===== src/annexb_nal_splitter_assert.svh =====
// Assertion macros used by the splitter back end (ans_back).
`ifndef ANNEXB_NAL_SPLITTER_ASSERT_SVH
`define ANNEXB_NAL_SPLITTER_ASSERT_SVH

// Same-cycle implication.
`define ANS_ASSERT_NOW(lbl, clk, rst, ante, cons) \
   lbl: assert property (@(posedge clk) disable iff (rst) (ante) |-> (cons)) \
      else $error("ans assertion failed");

// Next-cycle implication.
`define ANS_ASSERT_NEXT(lbl, clk, rst, ante, cons) \
   lbl: assert property (@(posedge clk) disable iff (rst) (ante) |=> (cons)) \
      else $error("ans assertion failed");

`endif


===== src/ans_pkg.sv =====
`default_nettype none

package ans_pkg;

   localparam int POS_CAP    = 4194304;
   localparam int OFF_W      = 22;
   localparam int SIZE_W     = 23;
   localparam int TS_W       = 64;
   localparam int CMD_DEPTH  = 4;
   localparam int CSR_IDX_W  = 2;

   localparam logic [SIZE_W-1:0] TOTAL_MAX = 23'h7FFFFF;

   localparam logic [CSR_IDX_W-1:0] CSR_VIDEO_ENABLE = 2'd0;
   localparam logic [CSR_IDX_W-1:0] CSR_CODEC_SELECT = 2'd1;

   // H.264 types
   localparam logic [5:0] AVC_TYPE_MASK = 6'h1F;
   localparam logic [5:0] AVC_IDR       = 6'h05;
   localparam logic [5:0] AVC_SEI       = 6'h06;
   localparam logic [5:0] AVC_SPS       = 6'h07;
   localparam logic [5:0] AVC_PPS       = 6'h08;
   // H.265 types
   localparam logic [5:0] HEVC_TYPE_MASK = 6'h3F;
   localparam logic [5:0] HEVC_KEY_LO    = 6'h10;
   localparam logic [5:0] HEVC_KEY_HI    = 6'h15;
   localparam logic [5:0] HEVC_VPS       = 6'h20;
   localparam logic [5:0] HEVC_SPS       = 6'h21;
   localparam logic [5:0] HEVC_PPS       = 6'h22;
   localparam logic [5:0] HEVC_SEI_PRE   = 6'h27;
   localparam logic [5:0] HEVC_SEI_SUF   = 6'h28;
   localparam logic [5:0] HEVC_SLICE_HI  = 6'h09;

   typedef enum logic [2:0] {
      CLS_VPS   = 3'd0,
      CLS_SPS   = 3'd1,
      CLS_PPS   = 3'd2,
      CLS_SEI   = 3'd3,
      CLS_SLICE = 3'd4,
      CLS_DROP  = 3'd5
   } nal_class_type;

   typedef enum logic {
      BK_DESC = 1'b0,
      BK_SUMM = 1'b1
   } back_state_type;

   typedef struct packed {
      logic video_enable;
      logic codec_select;
   } cfg_type;

   // One queued event: an optional NAL close and an optional unit summary.
   typedef struct packed {
      logic              close_valid;
      logic [5:0]        hdr_type;
      logic [OFF_W-1:0]  offset;
      logic [OFF_W-1:0]  length;
      logic [OFF_W-1:0]  trim_length;
      logic              trim_ok;
      logic              summary_valid;
      logic [TS_W-1:0]   timestamp;
   } cmd_type;

endpackage

`default_nettype wire


===== src/ans_if.sv =====
`default_nettype none

interface ans_req_if;
   logic        valid;
   logic        ready;
   logic [7:0]  data_byte;
   logic        end_of_unit;
   logic [63:0] timestamp;

   modport source (output valid, data_byte, end_of_unit, timestamp, input ready);
   modport sink (input valid, data_byte, end_of_unit, timestamp, output ready);
endinterface

interface ans_rsp_if;
   logic        valid;
   logic        ready;
   logic        result_kind;
   logic [5:0]  nal_type;
   logic [2:0]  nal_class;
   logic [21:0] nal_offset;
   logic [21:0] nal_length;
   logic        is_key;
   logic [22:0] unit_size;
   logic        unit_written;
   logic [63:0] decode_time;
   logic        became_ready;
   logic        last_result;

   modport source (output valid, result_kind, nal_type, nal_class, nal_offset,
                   nal_length, is_key, unit_size, unit_written, decode_time,
                   became_ready, last_result, input ready);
   modport sink (input valid, result_kind, nal_type, nal_class, nal_offset,
                 nal_length, is_key, unit_size, unit_written, decode_time,
                 became_ready, last_result, output ready);
endinterface

interface ans_csr_if;
   logic       valid;
   logic       ready;
   logic [1:0] index;
   logic       data;

   modport source (output valid, index, data, input ready);
   modport sink (input valid, index, data, output ready);
endinterface

`default_nettype wire


===== src/ans_front.sv =====
`default_nettype none

module ans_front #(
   parameter int LIMIT = 4194304,
   parameter int POS_W = 23
) (
   input  wire logic             clock,
   input  wire logic             reset,
   input  wire ans_pkg::cfg_type cfg,
   ans_req_if.sink               req,
   input  wire logic             q_full,
   output      logic             q_push,
   output      ans_pkg::cmd_type q_data
);

   logic [1:0]       zr_ff, zr_in;
   logic             in_nal_ff, in_nal_in;
   logic [POS_W-1:0] pos_ff, pos_in;
   logic [POS_W-1:0] begin_ff, begin_in;
   logic [POS_W-1:0] lnz_ff, lnz_in;
   logic [5:0]       hdr_ff, hdr_in;

   logic             fire, accepted;
   logic [7:0]       b;
   logic [POS_W-1:0] pos_inc;
   logic [5:0]       pay_hdr;
   logic [POS_W-1:0] pay_lnz;
   logic [1:0]       pay_zr;
   logic             close_try, close_valid, summary;
   logic [POS_W-1:0] close_end, close_lnz;
   logic [5:0]       close_hdr;

   assign req.ready = !q_full;
   assign fire      = req.valid && !q_full;
   assign b         = req.data_byte;
   assign accepted  = pos_ff < POS_W'(LIMIT);
   assign pos_inc   = pos_ff + POS_W'(1);

   // payload byte update
   always_comb begin
      pay_hdr = hdr_ff;
      if (pos_ff == begin_ff) begin
         pay_hdr = cfg.codec_select ? b[6:1] : {1'b0, b[4:0]};
      end
      if (b != 8'd0) begin
         pay_lnz = pos_ff;
         pay_zr  = 2'd0;
      end else begin
         pay_lnz = lnz_ff;
         pay_zr  = (zr_ff == 2'd3) ? zr_ff : zr_ff + 2'd1;
      end
   end

   always_comb begin
      zr_in     = zr_ff;
      in_nal_in = in_nal_ff;
      pos_in    = pos_ff;
      begin_in  = begin_ff;
      lnz_in    = lnz_ff;
      hdr_in    = hdr_ff;
      close_try = 1'b0;
      summary   = 1'b0;
      close_end = pos_ff - POS_W'(2);
      close_lnz = lnz_ff;
      close_hdr = hdr_ff;
      if (fire) begin
         if (!req.end_of_unit) begin
            if (accepted) begin
               pos_in = pos_inc;
               if (in_nal_ff) begin
                  if (zr_ff >= 2'd2 && b <= 8'd1) begin
                     close_try = 1'b1;
                     if (b == 8'd1) begin
                        begin_in = pos_inc;
                        zr_in    = 2'd0;
                     end else begin
                        in_nal_in = 1'b0;
                        zr_in     = 2'd2;
                     end
                  end else begin
                     hdr_in = pay_hdr;
                     lnz_in = pay_lnz;
                     zr_in  = pay_zr;
                  end
               end else if (b == 8'd1 && zr_ff >= 2'd2) begin
                  in_nal_in = 1'b1;
                  begin_in  = pos_inc;
                  zr_in     = 2'd0;
               end else if (b == 8'd0) begin
                  zr_in = (zr_ff == 2'd3) ? zr_ff : zr_ff + 2'd1;
               end else begin
                  zr_in = 2'd0;
               end
            end
         end else begin
            summary = 1'b1;
            if (in_nal_ff) begin
               close_try = 1'b1;
               if (accepted) begin
                  close_hdr = pay_hdr;
                  close_lnz = pay_lnz;
                  close_end = pos_inc;
                  hdr_in    = pay_hdr;
               end else begin
                  close_end = pos_ff;
               end
            end
            zr_in     = 2'd0;
            in_nal_in = 1'b0;
            pos_in    = '0;
            begin_in  = '0;
            lnz_in    = '0;
         end
      end
   end

   // an empty NAL gives no descriptor
   assign close_valid = close_try && (close_end > begin_ff);
   assign q_push      = fire && (close_valid || summary);

   always_comb begin
      q_data               = '0;
      q_data.close_valid   = close_valid;
      q_data.hdr_type      = close_hdr;
      q_data.offset        = ans_pkg::OFF_W'(begin_ff);
      q_data.length        = ans_pkg::OFF_W'(close_end - begin_ff);
      q_data.trim_length   = ans_pkg::OFF_W'(close_lnz - begin_ff + POS_W'(1));
      q_data.trim_ok       = (close_lnz >= begin_ff) && (close_lnz < close_end);
      q_data.summary_valid = summary;
      q_data.timestamp     = req.timestamp;
   end

   always_ff @(posedge clock) begin
      if (reset) begin
         zr_ff     <= '0;
         in_nal_ff <= 1'b0;
         pos_ff    <= '0;
         begin_ff  <= '0;
         lnz_ff    <= '0;
         hdr_ff    <= '0;
      end else begin
         zr_ff     <= zr_in;
         in_nal_ff <= in_nal_in;
         pos_ff    <= pos_in;
         begin_ff  <= begin_in;
         lnz_ff    <= lnz_in;
         hdr_ff    <= hdr_in;
      end
   end

endmodule

`default_nettype wire


===== src/ans_cmd_fifo.sv =====
`default_nettype none

module ans_cmd_fifo (
   input  wire logic             clock,
   input  wire logic             reset,
   input  wire logic             push,
   input  wire ans_pkg::cmd_type push_data,
   output      logic             full,
   input  wire logic             pop,
   output      logic             head_valid,
   output      ans_pkg::cmd_type head
);

   localparam int DEPTH = ans_pkg::CMD_DEPTH;
   localparam int PTR_W = $clog2(DEPTH);
   localparam int CNT_W = $clog2(DEPTH + 1);

   ans_pkg::cmd_type  mem_ff [DEPTH];
   logic [PTR_W-1:0]  wr_ptr_ff, wr_ptr_in;
   logic [PTR_W-1:0]  rd_ptr_ff, rd_ptr_in;
   logic [CNT_W-1:0]  count_ff, count_in;
   logic              do_push, do_pop;

   assign full       = count_ff == CNT_W'(DEPTH);
   assign head_valid = count_ff != '0;
   assign head       = mem_ff[rd_ptr_ff];
   assign do_push    = push && !full;
   assign do_pop     = pop && head_valid;

   always_comb begin
      wr_ptr_in = wr_ptr_ff;
      rd_ptr_in = rd_ptr_ff;
      count_in  = count_ff;
      if (do_push) begin
         wr_ptr_in = (wr_ptr_ff == PTR_W'(DEPTH - 1)) ? '0 : wr_ptr_ff + PTR_W'(1);
      end
      if (do_pop) begin
         rd_ptr_in = (rd_ptr_ff == PTR_W'(DEPTH - 1)) ? '0 : rd_ptr_ff + PTR_W'(1);
      end
      if (do_push && !do_pop) begin
         count_in = count_ff + CNT_W'(1);
      end else if (do_pop && !do_push) begin
         count_in = count_ff - CNT_W'(1);
      end
   end

   always_ff @(posedge clock) begin
      if (reset) begin
         wr_ptr_ff <= '0;
         rd_ptr_ff <= '0;
         count_ff  <= '0;
      end else begin
         wr_ptr_ff <= wr_ptr_in;
         rd_ptr_ff <= rd_ptr_in;
         count_ff  <= count_in;
      end
   end

   always_ff @(posedge clock) begin
      if (do_push) begin
         mem_ff[wr_ptr_ff] <= push_data;
      end
   end

endmodule

`default_nettype wire


===== src/ans_back.sv =====
`default_nettype none

`include "annexb_nal_splitter_assert.svh"

module ans_back (
   input  wire logic             clock,
   input  wire logic             reset,
   input  wire ans_pkg::cfg_type cfg,
   input  wire logic             head_valid,
   input  wire ans_pkg::cmd_type head,
   output      logic             pop,
   ans_rsp_if.source             rsp
);

   typedef struct packed {
      logic                          result_kind;
      logic [5:0]                    nal_type;
      ans_pkg::nal_class_type        nal_class;
      logic [ans_pkg::OFF_W-1:0]     nal_offset;
      logic [ans_pkg::OFF_W-1:0]     nal_length;
      logic                          is_key;
      logic [ans_pkg::SIZE_W-1:0]    unit_size;
      logic                          unit_written;
      logic [ans_pkg::TS_W-1:0]      decode_time;
      logic                          became_ready;
      logic                          last_result;
   } rsp_type;

   ans_pkg::back_state_type     state_ff, state_in;
   logic                        rsp_valid_ff, rsp_valid_in;
   rsp_type                     rsp_ff, rsp_in;
   logic [2:0]                  cap_ff, cap_in;
   logic                        ready_ff, ready_in;
   logic                        key_ff, key_in;
   logic [ans_pkg::SIZE_W-1:0]  total_ff, total_in;
   logic                        base_valid_ff, base_valid_in;
   logic [ans_pkg::TS_W-1:0]    base_time_ff, base_time_in;

   logic                        act, emit_desc, emit_summ;
   ans_pkg::nal_class_type      cls;
   logic                        slice_key;
   logic [5:0]                  t;
   logic [ans_pkg::SIZE_W:0]    sum;
   logic [2:0]                  need;
   logic                        became, ready_new, wr_ok, written;
   logic [ans_pkg::TS_W-1:0]    base_sel;

   assign act = head_valid && (!rsp_valid_ff || rsp.ready);

   // FSM outputs
   always_comb begin
      emit_desc = 1'b0;
      emit_summ = 1'b0;
      pop       = 1'b0;
      unique case (state_ff)
         ans_pkg::BK_DESC: begin
            emit_desc = act && head.close_valid;
            emit_summ = act && !head.close_valid;
            pop       = act && !(head.close_valid && head.summary_valid);
         end
         ans_pkg::BK_SUMM: begin
            emit_summ = act;
            pop       = act;
         end
         default: begin
            pop = 1'b0;
         end
      endcase
   end

   // FSM next state
   always_comb begin
      state_in = state_ff;
      unique case (state_ff)
         ans_pkg::BK_DESC: begin
            if (act && head.close_valid && head.summary_valid) begin
               state_in = ans_pkg::BK_SUMM;
            end
         end
         ans_pkg::BK_SUMM: begin
            if (act) begin
               state_in = ans_pkg::BK_DESC;
            end
         end
         default: begin
            state_in = ans_pkg::BK_DESC;
         end
      endcase
   end

   // NAL type rules
   always_comb begin
      slice_key = 1'b0;
      cls       = ans_pkg::CLS_DROP;
      if (!cfg.codec_select) begin
         t = head.hdr_type & ans_pkg::AVC_TYPE_MASK;
      end else begin
         t = head.hdr_type & ans_pkg::HEVC_TYPE_MASK;
      end
      if (cfg.video_enable) begin
         if (!cfg.codec_select) begin
            if (t == ans_pkg::AVC_SPS) begin
               cls = ready_ff ? ans_pkg::CLS_DROP : ans_pkg::CLS_SPS;
            end else if (t == ans_pkg::AVC_PPS) begin
               cls = ready_ff ? ans_pkg::CLS_DROP : ans_pkg::CLS_PPS;
            end else if (t == ans_pkg::AVC_SEI) begin
               cls = ans_pkg::CLS_SEI;
            end else begin
               cls       = ans_pkg::CLS_SLICE;
               slice_key = t == ans_pkg::AVC_IDR;
            end
         end else begin
            if (t == ans_pkg::HEVC_VPS) begin
               cls = ready_ff ? ans_pkg::CLS_DROP : ans_pkg::CLS_VPS;
            end else if (t == ans_pkg::HEVC_SPS) begin
               cls = ready_ff ? ans_pkg::CLS_DROP : ans_pkg::CLS_SPS;
            end else if (t == ans_pkg::HEVC_PPS) begin
               cls = ready_ff ? ans_pkg::CLS_DROP : ans_pkg::CLS_PPS;
            end else if (t == ans_pkg::HEVC_SEI_PRE || t == ans_pkg::HEVC_SEI_SUF) begin
               cls = ans_pkg::CLS_SEI;
            end else if (t >= ans_pkg::HEVC_KEY_LO && t <= ans_pkg::HEVC_KEY_HI) begin
               cls       = ans_pkg::CLS_SLICE;
               slice_key = 1'b1;
            end else if (t <= ans_pkg::HEVC_SLICE_HI) begin
               cls = ans_pkg::CLS_SLICE;
            end
         end
      end
   end

   // each kept slice costs its length plus a 4-byte prefix, saturating
   assign sum = {1'b0, total_ff} + (ans_pkg::SIZE_W + 1)'(head.length)
                + (ans_pkg::SIZE_W + 1)'(4);

   assign need      = cfg.codec_select ? 3'b111 : 3'b110;
   assign became    = cfg.video_enable && !ready_ff && ((cap_ff & need) == need);
   assign ready_new = ready_ff || became;
   assign wr_ok     = cfg.video_enable && ready_new && (total_ff != '0);
   assign written   = wr_ok && (base_valid_ff || key_ff);
   assign base_sel  = base_valid_ff ? base_time_ff : head.timestamp;

   always_comb begin
      rsp_valid_in  = rsp_valid_ff && !rsp.ready;
      rsp_in        = rsp_ff;
      cap_in        = cap_ff;
      ready_in      = ready_ff;
      key_in        = key_ff;
      total_in      = total_ff;
      base_valid_in = base_valid_ff;
      base_time_in  = base_time_ff;
      if (emit_desc) begin
         rsp_valid_in       = 1'b1;
         rsp_in             = '0;
         rsp_in.nal_type    = head.hdr_type;
         rsp_in.nal_class   = cls;
         rsp_in.nal_offset  = head.offset;
         rsp_in.nal_length  = head.length;
         rsp_in.is_key      = slice_key;
         rsp_in.last_result = !head.summary_valid;
         case (cls)
            ans_pkg::CLS_VPS: cap_in = cap_ff | 3'b001;
            ans_pkg::CLS_SPS: cap_in = cap_ff | 3'b010;
            ans_pkg::CLS_PPS: begin
               cap_in = cap_ff | 3'b100;
               if (head.trim_ok) begin
                  rsp_in.nal_length = head.trim_length;
               end
            end
            ans_pkg::CLS_SLICE: begin
               total_in = (sum > (ans_pkg::SIZE_W + 1)'(ans_pkg::TOTAL_MAX)) ?
                          ans_pkg::TOTAL_MAX : sum[ans_pkg::SIZE_W-1:0];
               key_in   = key_ff || slice_key;
            end
            default: begin
               cap_in = cap_ff;
            end
         endcase
      end
      if (emit_summ) begin
         rsp_valid_in        = 1'b1;
         rsp_in              = '0;
         rsp_in.result_kind  = 1'b1;
         rsp_in.nal_class    = ans_pkg::CLS_VPS;
         rsp_in.is_key       = key_ff;
         rsp_in.unit_size    = total_ff;
         rsp_in.unit_written = written;
         rsp_in.decode_time  = written ? head.timestamp - base_sel : '0;
         rsp_in.became_ready = became;
         rsp_in.last_result  = 1'b1;
         ready_in            = ready_new;
         if (wr_ok && !base_valid_ff && key_ff) begin
            base_valid_in = 1'b1;
            base_time_in  = head.timestamp;
         end
         key_in   = 1'b0;
         total_in = '0;
      end
   end

   always_ff @(posedge clock) begin
      if (reset) begin
         state_ff      <= ans_pkg::BK_DESC;
         rsp_valid_ff  <= 1'b0;
         cap_ff        <= '0;
         ready_ff      <= 1'b0;
         key_ff        <= 1'b0;
         total_ff      <= '0;
         base_valid_ff <= 1'b0;
         base_time_ff  <= '0;
      end else begin
         state_ff      <= state_in;
         rsp_valid_ff  <= rsp_valid_in;
         cap_ff        <= cap_in;
         ready_ff      <= ready_in;
         key_ff        <= key_in;
         total_ff      <= total_in;
         base_valid_ff <= base_valid_in;
         base_time_ff  <= base_time_in;
      end
   end

   always_ff @(posedge clock) begin
      rsp_ff <= rsp_in;
   end

   assign rsp.valid        = rsp_valid_ff;
   assign rsp.result_kind  = rsp_ff.result_kind;
   assign rsp.nal_type     = rsp_ff.nal_type;
   assign rsp.nal_class    = rsp_ff.nal_class;
   assign rsp.nal_offset   = rsp_ff.nal_offset;
   assign rsp.nal_length   = rsp_ff.nal_length;
   assign rsp.is_key       = rsp_ff.is_key;
   assign rsp.unit_size    = rsp_ff.unit_size;
   assign rsp.unit_written = rsp_ff.unit_written;
   assign rsp.decode_time  = rsp_ff.decode_time;
   assign rsp.became_ready = rsp_ff.became_ready;
   assign rsp.last_result  = rsp_ff.last_result;

   `ANS_ASSERT_NEXT(a_ready_sticky, clock, reset, ready_ff, ready_ff)
   `ANS_ASSERT_NOW(a_base_needs_ready, clock, reset, base_valid_ff, ready_ff)
   `ANS_ASSERT_NEXT(a_summary_clears_total, clock, reset, emit_summ, total_ff == '0 && !key_ff)
   `ANS_ASSERT_NOW(a_summ_state_has_work, clock, reset, state_ff == ans_pkg::BK_SUMM, head_valid && head.summary_valid)

endmodule

`default_nettype wire


===== src/annexb_nal_splitter.sv =====
// A result is scanned into the command queue, then classified into the output
// register, and is held back while the result queue backs up.
// Throughput: one byte per cycle while the queue is not full; the last byte of a
// unit that also closes a NAL puts two results through the single output register.
// Reset (synchronous, active high) clears scan state, parameter set capture,
// readiness, base timestamp and both control registers.
`default_nettype none

module annexb_nal_splitter #(
   parameter int MAX_UNIT_BYTES = 4194304
) (
   input  wire logic clock,
   input  wire logic reset,
   ans_req_if.sink   req_chan,
   ans_rsp_if.source rsp_chan,
   ans_csr_if.sink   csr_chan
);

   localparam int LIMIT = (MAX_UNIT_BYTES < ans_pkg::POS_CAP) ?
                          MAX_UNIT_BYTES : ans_pkg::POS_CAP;
   localparam int POS_W = $clog2(LIMIT + 1);

   logic             video_enable_ff, video_enable_in;
   logic             codec_select_ff, codec_select_in;
   ans_pkg::cfg_type cfg;
   logic             q_push, q_full, q_pop, q_head_valid;
   ans_pkg::cmd_type q_data, q_head;

   assign csr_chan.ready = 1'b1;

   always_comb begin
      video_enable_in = video_enable_ff;
      codec_select_in = codec_select_ff;
      if (csr_chan.valid) begin
         unique case (csr_chan.index)
            ans_pkg::CSR_VIDEO_ENABLE: video_enable_in = csr_chan.data;
            ans_pkg::CSR_CODEC_SELECT: codec_select_in = csr_chan.data;
            default: begin
               video_enable_in = video_enable_ff;
            end
         endcase
      end
   end

   always_ff @(posedge clock) begin
      if (reset) begin
         video_enable_ff <= 1'b0;
         codec_select_ff <= 1'b0;
      end else begin
         video_enable_ff <= video_enable_in;
         codec_select_ff <= codec_select_in;
      end
   end

   assign cfg.video_enable = video_enable_ff;
   assign cfg.codec_select = codec_select_ff;

   ans_front #(
      .LIMIT (LIMIT),
      .POS_W (POS_W)
   ) u_front (
      .clock  (clock),
      .reset  (reset),
      .cfg    (cfg),
      .req    (req_chan),
      .q_full (q_full),
      .q_push (q_push),
      .q_data (q_data)
   );

   ans_cmd_fifo u_fifo (
      .clock      (clock),
      .reset      (reset),
      .push       (q_push),
      .push_data  (q_data),
      .full       (q_full),
      .pop        (q_pop),
      .head_valid (q_head_valid),
      .head       (q_head)
   );

   ans_back u_back (
      .clock      (clock),
      .reset      (reset),
      .cfg        (cfg),
      .head_valid (q_head_valid),
      .head       (q_head),
      .pop        (q_pop),
      .rsp        (rsp_chan)
   );

endmodule

`default_nettype wire

===== src/flat_wrapper.sv =====
// flat-port wrapper written by rule: the top's interface ports become plain ports
module annexb_nal_splitter_flat 
#(
   parameter int MAX_UNIT_BYTES = 4194304
)
  (clock, reset, req_chan_valid, req_chan_data_byte, req_chan_end_of_unit, req_chan_timestamp, req_chan_ready, rsp_chan_valid, rsp_chan_result_kind, rsp_chan_nal_type, rsp_chan_nal_class, rsp_chan_nal_offset, rsp_chan_nal_length, rsp_chan_is_key, rsp_chan_unit_size, rsp_chan_unit_written, rsp_chan_decode_time, rsp_chan_became_ready, rsp_chan_last_result, rsp_chan_ready, csr_chan_valid, csr_chan_index, csr_chan_data, csr_chan_ready);
  ans_req_if req_chan_i ();
  ans_rsp_if rsp_chan_i ();
  ans_csr_if csr_chan_i ();
  input  wire logic clock;
  input  wire logic reset;
  input wire logic [$bits(req_chan_i.valid)-1:0] req_chan_valid;
  input wire logic [$bits(req_chan_i.data_byte)-1:0] req_chan_data_byte;
  input wire logic [$bits(req_chan_i.end_of_unit)-1:0] req_chan_end_of_unit;
  input wire logic [$bits(req_chan_i.timestamp)-1:0] req_chan_timestamp;
  output wire logic [$bits(req_chan_i.ready)-1:0] req_chan_ready;
  output wire logic [$bits(rsp_chan_i.valid)-1:0] rsp_chan_valid;
  output wire logic [$bits(rsp_chan_i.result_kind)-1:0] rsp_chan_result_kind;
  output wire logic [$bits(rsp_chan_i.nal_type)-1:0] rsp_chan_nal_type;
  output wire logic [$bits(rsp_chan_i.nal_class)-1:0] rsp_chan_nal_class;
  output wire logic [$bits(rsp_chan_i.nal_offset)-1:0] rsp_chan_nal_offset;
  output wire logic [$bits(rsp_chan_i.nal_length)-1:0] rsp_chan_nal_length;
  output wire logic [$bits(rsp_chan_i.is_key)-1:0] rsp_chan_is_key;
  output wire logic [$bits(rsp_chan_i.unit_size)-1:0] rsp_chan_unit_size;
  output wire logic [$bits(rsp_chan_i.unit_written)-1:0] rsp_chan_unit_written;
  output wire logic [$bits(rsp_chan_i.decode_time)-1:0] rsp_chan_decode_time;
  output wire logic [$bits(rsp_chan_i.became_ready)-1:0] rsp_chan_became_ready;
  output wire logic [$bits(rsp_chan_i.last_result)-1:0] rsp_chan_last_result;
  input wire logic [$bits(rsp_chan_i.ready)-1:0] rsp_chan_ready;
  input wire logic [$bits(csr_chan_i.valid)-1:0] csr_chan_valid;
  input wire logic [$bits(csr_chan_i.index)-1:0] csr_chan_index;
  input wire logic [$bits(csr_chan_i.data)-1:0] csr_chan_data;
  output wire logic [$bits(csr_chan_i.ready)-1:0] csr_chan_ready;
  assign req_chan_i.valid = req_chan_valid;
  assign req_chan_i.data_byte = req_chan_data_byte;
  assign req_chan_i.end_of_unit = req_chan_end_of_unit;
  assign req_chan_i.timestamp = req_chan_timestamp;
  assign req_chan_ready = req_chan_i.ready;
  assign rsp_chan_valid = rsp_chan_i.valid;
  assign rsp_chan_result_kind = rsp_chan_i.result_kind;
  assign rsp_chan_nal_type = rsp_chan_i.nal_type;
  assign rsp_chan_nal_class = rsp_chan_i.nal_class;
  assign rsp_chan_nal_offset = rsp_chan_i.nal_offset;
  assign rsp_chan_nal_length = rsp_chan_i.nal_length;
  assign rsp_chan_is_key = rsp_chan_i.is_key;
  assign rsp_chan_unit_size = rsp_chan_i.unit_size;
  assign rsp_chan_unit_written = rsp_chan_i.unit_written;
  assign rsp_chan_decode_time = rsp_chan_i.decode_time;
  assign rsp_chan_became_ready = rsp_chan_i.became_ready;
  assign rsp_chan_last_result = rsp_chan_i.last_result;
  assign rsp_chan_i.ready = rsp_chan_ready;
  assign csr_chan_i.valid = csr_chan_valid;
  assign csr_chan_i.index = csr_chan_index;
  assign csr_chan_i.data = csr_chan_data;
  assign csr_chan_ready = csr_chan_i.ready;
  annexb_nal_splitter #(.MAX_UNIT_BYTES(MAX_UNIT_BYTES)) u_core (.clock(clock), .reset(reset), .req_chan(req_chan_i), .rsp_chan(rsp_chan_i), .csr_chan(csr_chan_i));
endmodule

===== config.mk =====
export PLATFORM = sky130hd
export DESIGN_NAME = annexb_nal_splitter_flat
export DESIGN_NICKNAME = d
export VERILOG_FILES = /design/src/ans_pkg.sv /design/src/ans_if.sv /design/src/ans_front.sv /design/src/ans_cmd_fifo.sv /design/src/ans_back.sv /design/src/annexb_nal_splitter.sv /design/src/flat_wrapper.sv
export VERILOG_INCLUDE_DIRS = /design/src /design/src/src
export SDC_FILE = /design/constraint.sdc
export NUM_CORES = 2
export LEC_CHECK = 0
export ABC_CLOCK_PERIOD_IN_PS = 15000
export BUFFER_PORTS_ARGS = -buffer_cell sky130_fd_sc_hd__buf_4
export CAP_MARGIN = 10
export CORE_ASPECT_RATIO = 1.4
export CORE_MARGIN = 4
export CORE_UTILIZATION = 45
export DETAILED_ROUTE_END_ITERATION = 16
export PLACE_DENSITY = 0.7
export SLEW_MARGIN = 40
export SYNTH_ARGS = -nofsm -noshare
export SYNTH_HDL_FRONTEND = slang
export SYNTH_SLANG_ARGS = --single-unit

===== constraint.sdc =====
create_clock -name clock -period 15 [get_ports clock]
set_clock_uncertainty 0.05 [all_clocks]
set_input_delay 3 -clock clock [delete_from_list [all_inputs] [get_ports clock]]
set_output_delay 3 -clock clock [all_outputs]
set_load 0.02 [all_outputs]

==> impl_metrics.ini <==
[run_status]
run_status = complete, no violations

[grt]
antenna_found_initial = 1
grt_max_degree = 111
grt_overflow = 0
grtUsageTotal_pct = 22.1
grt_pass1_vias = 28100
grt_pass1_wl_um = 172000

[timing]
relSlewSlack_pct = 45.4
period_needed_ps = 8220
postLayoutSetupSlackWorst_ps = 6780
finalCritPeriodShare_pct = 54.8
worst_pin_slew_ps = 797
final-max-slew-violation-count = 0
rsz0062_at_grt = false
final-hold-violation-count = 0
final.setup.tns_ps = 0
max_freq_ghz = 0.122
setup_viol = 0

[critical_path]
start_kind = input port
critPathLaunch = req_chan_valid
path_max_fanout = 23
crit_arrival_ps = 8560
regToRegSetupSlack_ps = 8400
rr_endpoint = u_core.u_back.rsp.decode_time[60]
cp-end-kind = flip-flop
worst_ep_required_time_ps = 15340
path_class = input port to flip-flop
reg2reg_depth = 17

[floorplan]
core-area_um2 = 94400
io_pins = 229
dieWidth_um = 269
initial_core_util_pct = 45.6
num_rows = 133
dieArea_um2 = 101000
die_h_um = 374

[synth]
synth.area.top_cells = edfxtp_1 45%, dfxtp_1 11%, mux4_2 7.3%, ha_1 6.0%, a21oi_1 2.9%
synth.distinct_cells = 88
synth_edf_count = 646
yosys.area_share.simple_pct = 9.52
syn-instance-count = 3480
synth_flop_cell = edfxtp_1
yosysWarningCount = 0
synth_top_area_share_pct = 45.1
synth-seq-area-share_pct = 56.2
yosys-mux-area-fraction_pct = 10.3
synth_nets = 3782
ys_ff_latch = 885
synth-adder-area-share_pct = 6.67
synth_xor_area_share_pct = 3.42
yosys.area.top_type = edfxtp_1
synth_compound_area_share_pct = 11.1
syn_area_um2 = 43000
async_flop_share_pct = 0
avgSynthCellArea_um2 = 12.4
synth_top_family_by_area = compound AO/OA/AOI/OAI gates

[placement]
dpl.hpwl_um = 80900
gp_congestion = 0.961
place_ws_ps = 6200
numPortBuffers = 227

[cells_and_area]
area_delta_synth_final_pct = 13.5
drive_above_1_share_pct = 16.0
final_common_cell = edfxtp_1
layout_common_cells = 646 x edfxtp_1, 306 x nand2_1, 261 x nor2_1, 251 x a21oi_1, 250 x buf_4
final_nets = 3954

[cts]
tritoncts = done
numCtsBuffers = 87
clk_pin_slew_worst_paths_ps = 60
clockRootBuffer = clkbuf_16
clock-sinks = 885
cts_max_path_buffers = 3
post_cts_resized = 0
cts_max_level = 3
clock_latency_ps = 670
cts_setup_buffers = 0
ctsHoldBuffers = 0

[job]
cap_violations = 0

[routing]
drt_iter0_drc = 2278
vias = 28700
wl_um = 114000
wl_per_cell_um = 23.1
drtAntennaViolNets = 0
drc = 0
dr.pass1.iters = 7
avgViaCountPerCell = 5.81

[hold_path]
hold_start = u_core.u_back.base_time_ff[13]
hold_depth = 2
hold_path_class = flip-flop to flip-flop
holdPathEnd = u_core.u_back.base_time_ff[13]

[power_and_ir_drop]
ir_worst_vdd_uv = 201
leakagePower_uw = 0.0182
power_density_nw_per_um2 = 177
-- final cells by class --
type | count | area, um2
repair buffers | 264 | 2180
diodes | 2 | 5.00
inverters | 117 | 443
well taps | 1215 | 1520
fillers | 7936 | 45500
multi-input cells | 2297 | 17700
flip-flops and latches | 885 | 24200
clock buffers | 112 | 2330
clock inverters | 48 | 469
-- flip-flops by register name, indices dropped and copies added (netlist names), 22 cells and up, named ones only --
name,cells
u_core.u_front.pos_ff,23
u_core.u_back.rsp.unit_size,23
u_core.u_back.rsp.nal_length,22
u_core.u_back.rsp.nal_offset,22
u_core.u_back.total_ff,23
u_core.u_fifo.mem_ff,556
u_core.u_front.begin_ff,23
u_core.u_back.rsp.decode_time,64
u_core.u_front.lnz_ff,23
u_core.u_back.base_time_ff,64
-- cells by family (layout without fill, tap and decap cells) --
family,after synthesis,after routing
AOI/OAI and AO/OA,753,753
xor gates and xnor gates,168,168
adders and majority gates,221,221
buffers and inverters,298,541
DFF,885,885
muxes,266,266
other,1,3
and+or+nand+nor,888,888
-- metrics by stage --
stage / util, % / power [uW] / cell area [um2] / hold WS (ps) / instances
2_1_floorplan: - / 5470 / 43000 / 370 / 3480
3_3_place_gp: 48.6 / 6510 / 45900 / 384 / 4771
3_5_place_dp: 48.8 / 6530 / 46000 / 389 / 4776
4_1_cts: 51.7 / 8720 / 48800 / 404 / 4936
5_1_grt: 51.8 / 9140 / 48900 / 417 / 4938
6_report: 51.8 / 8670 / 48900 / 402 / 4940
-- Yosys cell counts (all sizes together), types with 10 or more instances --
cell	n
buf	42
o21bai	18
and3	19
nand4	39
or2	10
o21a	36
a21oi	252
or3	20
clkbuf	139
nand3	34
o21ai	161
a21o	71
xnor2	98
fa	14
mux2i	104
nand2	306
dfxtp	239
inv	116
xor2	70
nor2b	23
nor2	265
a22oi	50
a211oi	21
a22o	31
nor3	59
ha	207
nand2b	19
a31oi	18
and2	40
nor4	22
mux2	22
edfxtp	646
mux4	140
-- worst max path at each step --
stage / depth (start not counted) / to / slack, ps
global placement: 22 / u_core.u_fifo.mem_ff[0][87] / 6290
detailed placement: 22 / u_core.u_fifo.mem_ff[0][87] / 6200
finish: 22 / u_core.u_fifo.mem_ff[3][87] / 6780
floorplan: 16 / u_core.u_fifo.mem_ff[0][0] / 2070
global route: 22 / u_core.u_fifo.mem_ff[1][87] / 6370
CTS: 22 / u_core.u_fifo.mem_ff[1][87] / 6890
-- critical path, cell delays in order --
cell and delay [ps]:
buf_4 80, and2_0 110, buf_4 240, and3_1 650, nand2_1 510, nor2_2 180
buf_4 340, mux2_2 420, ha_1 300, inv_1 60, ha_1 160, inv_1 50
fa_1 410, nor2b_1 130, o21ai_0 100, a21boi_0 460, o2111ai_1 300, a31o_2 290
o21ai_0 230, a21oi_1 110, o21ai_0 230, xnor2_1 160
-- routing by layer --
metal | part of all wire, % | GRT usage [%] | up-vias
li1 | - | - | 13400
met5 | 0.011 | 0 | -
met1 | 39 | 27.1 | 14200
met4 | 4.4 | 9.19 | 2
met3 | 5.6 | 3.28 | 196
met2 | 51 | 39.2 | 934
-- power by group --
part | internal (uW) | switching [uW] | total (uW)
logic | 1350 | 2100 | 3450
registers | 2910 | 130 | 3040
clock network | 1230 | 942 | 2170
total | 5490 | 3180 | 8670
Note: power is estimated with default switching activity, not from simulation.
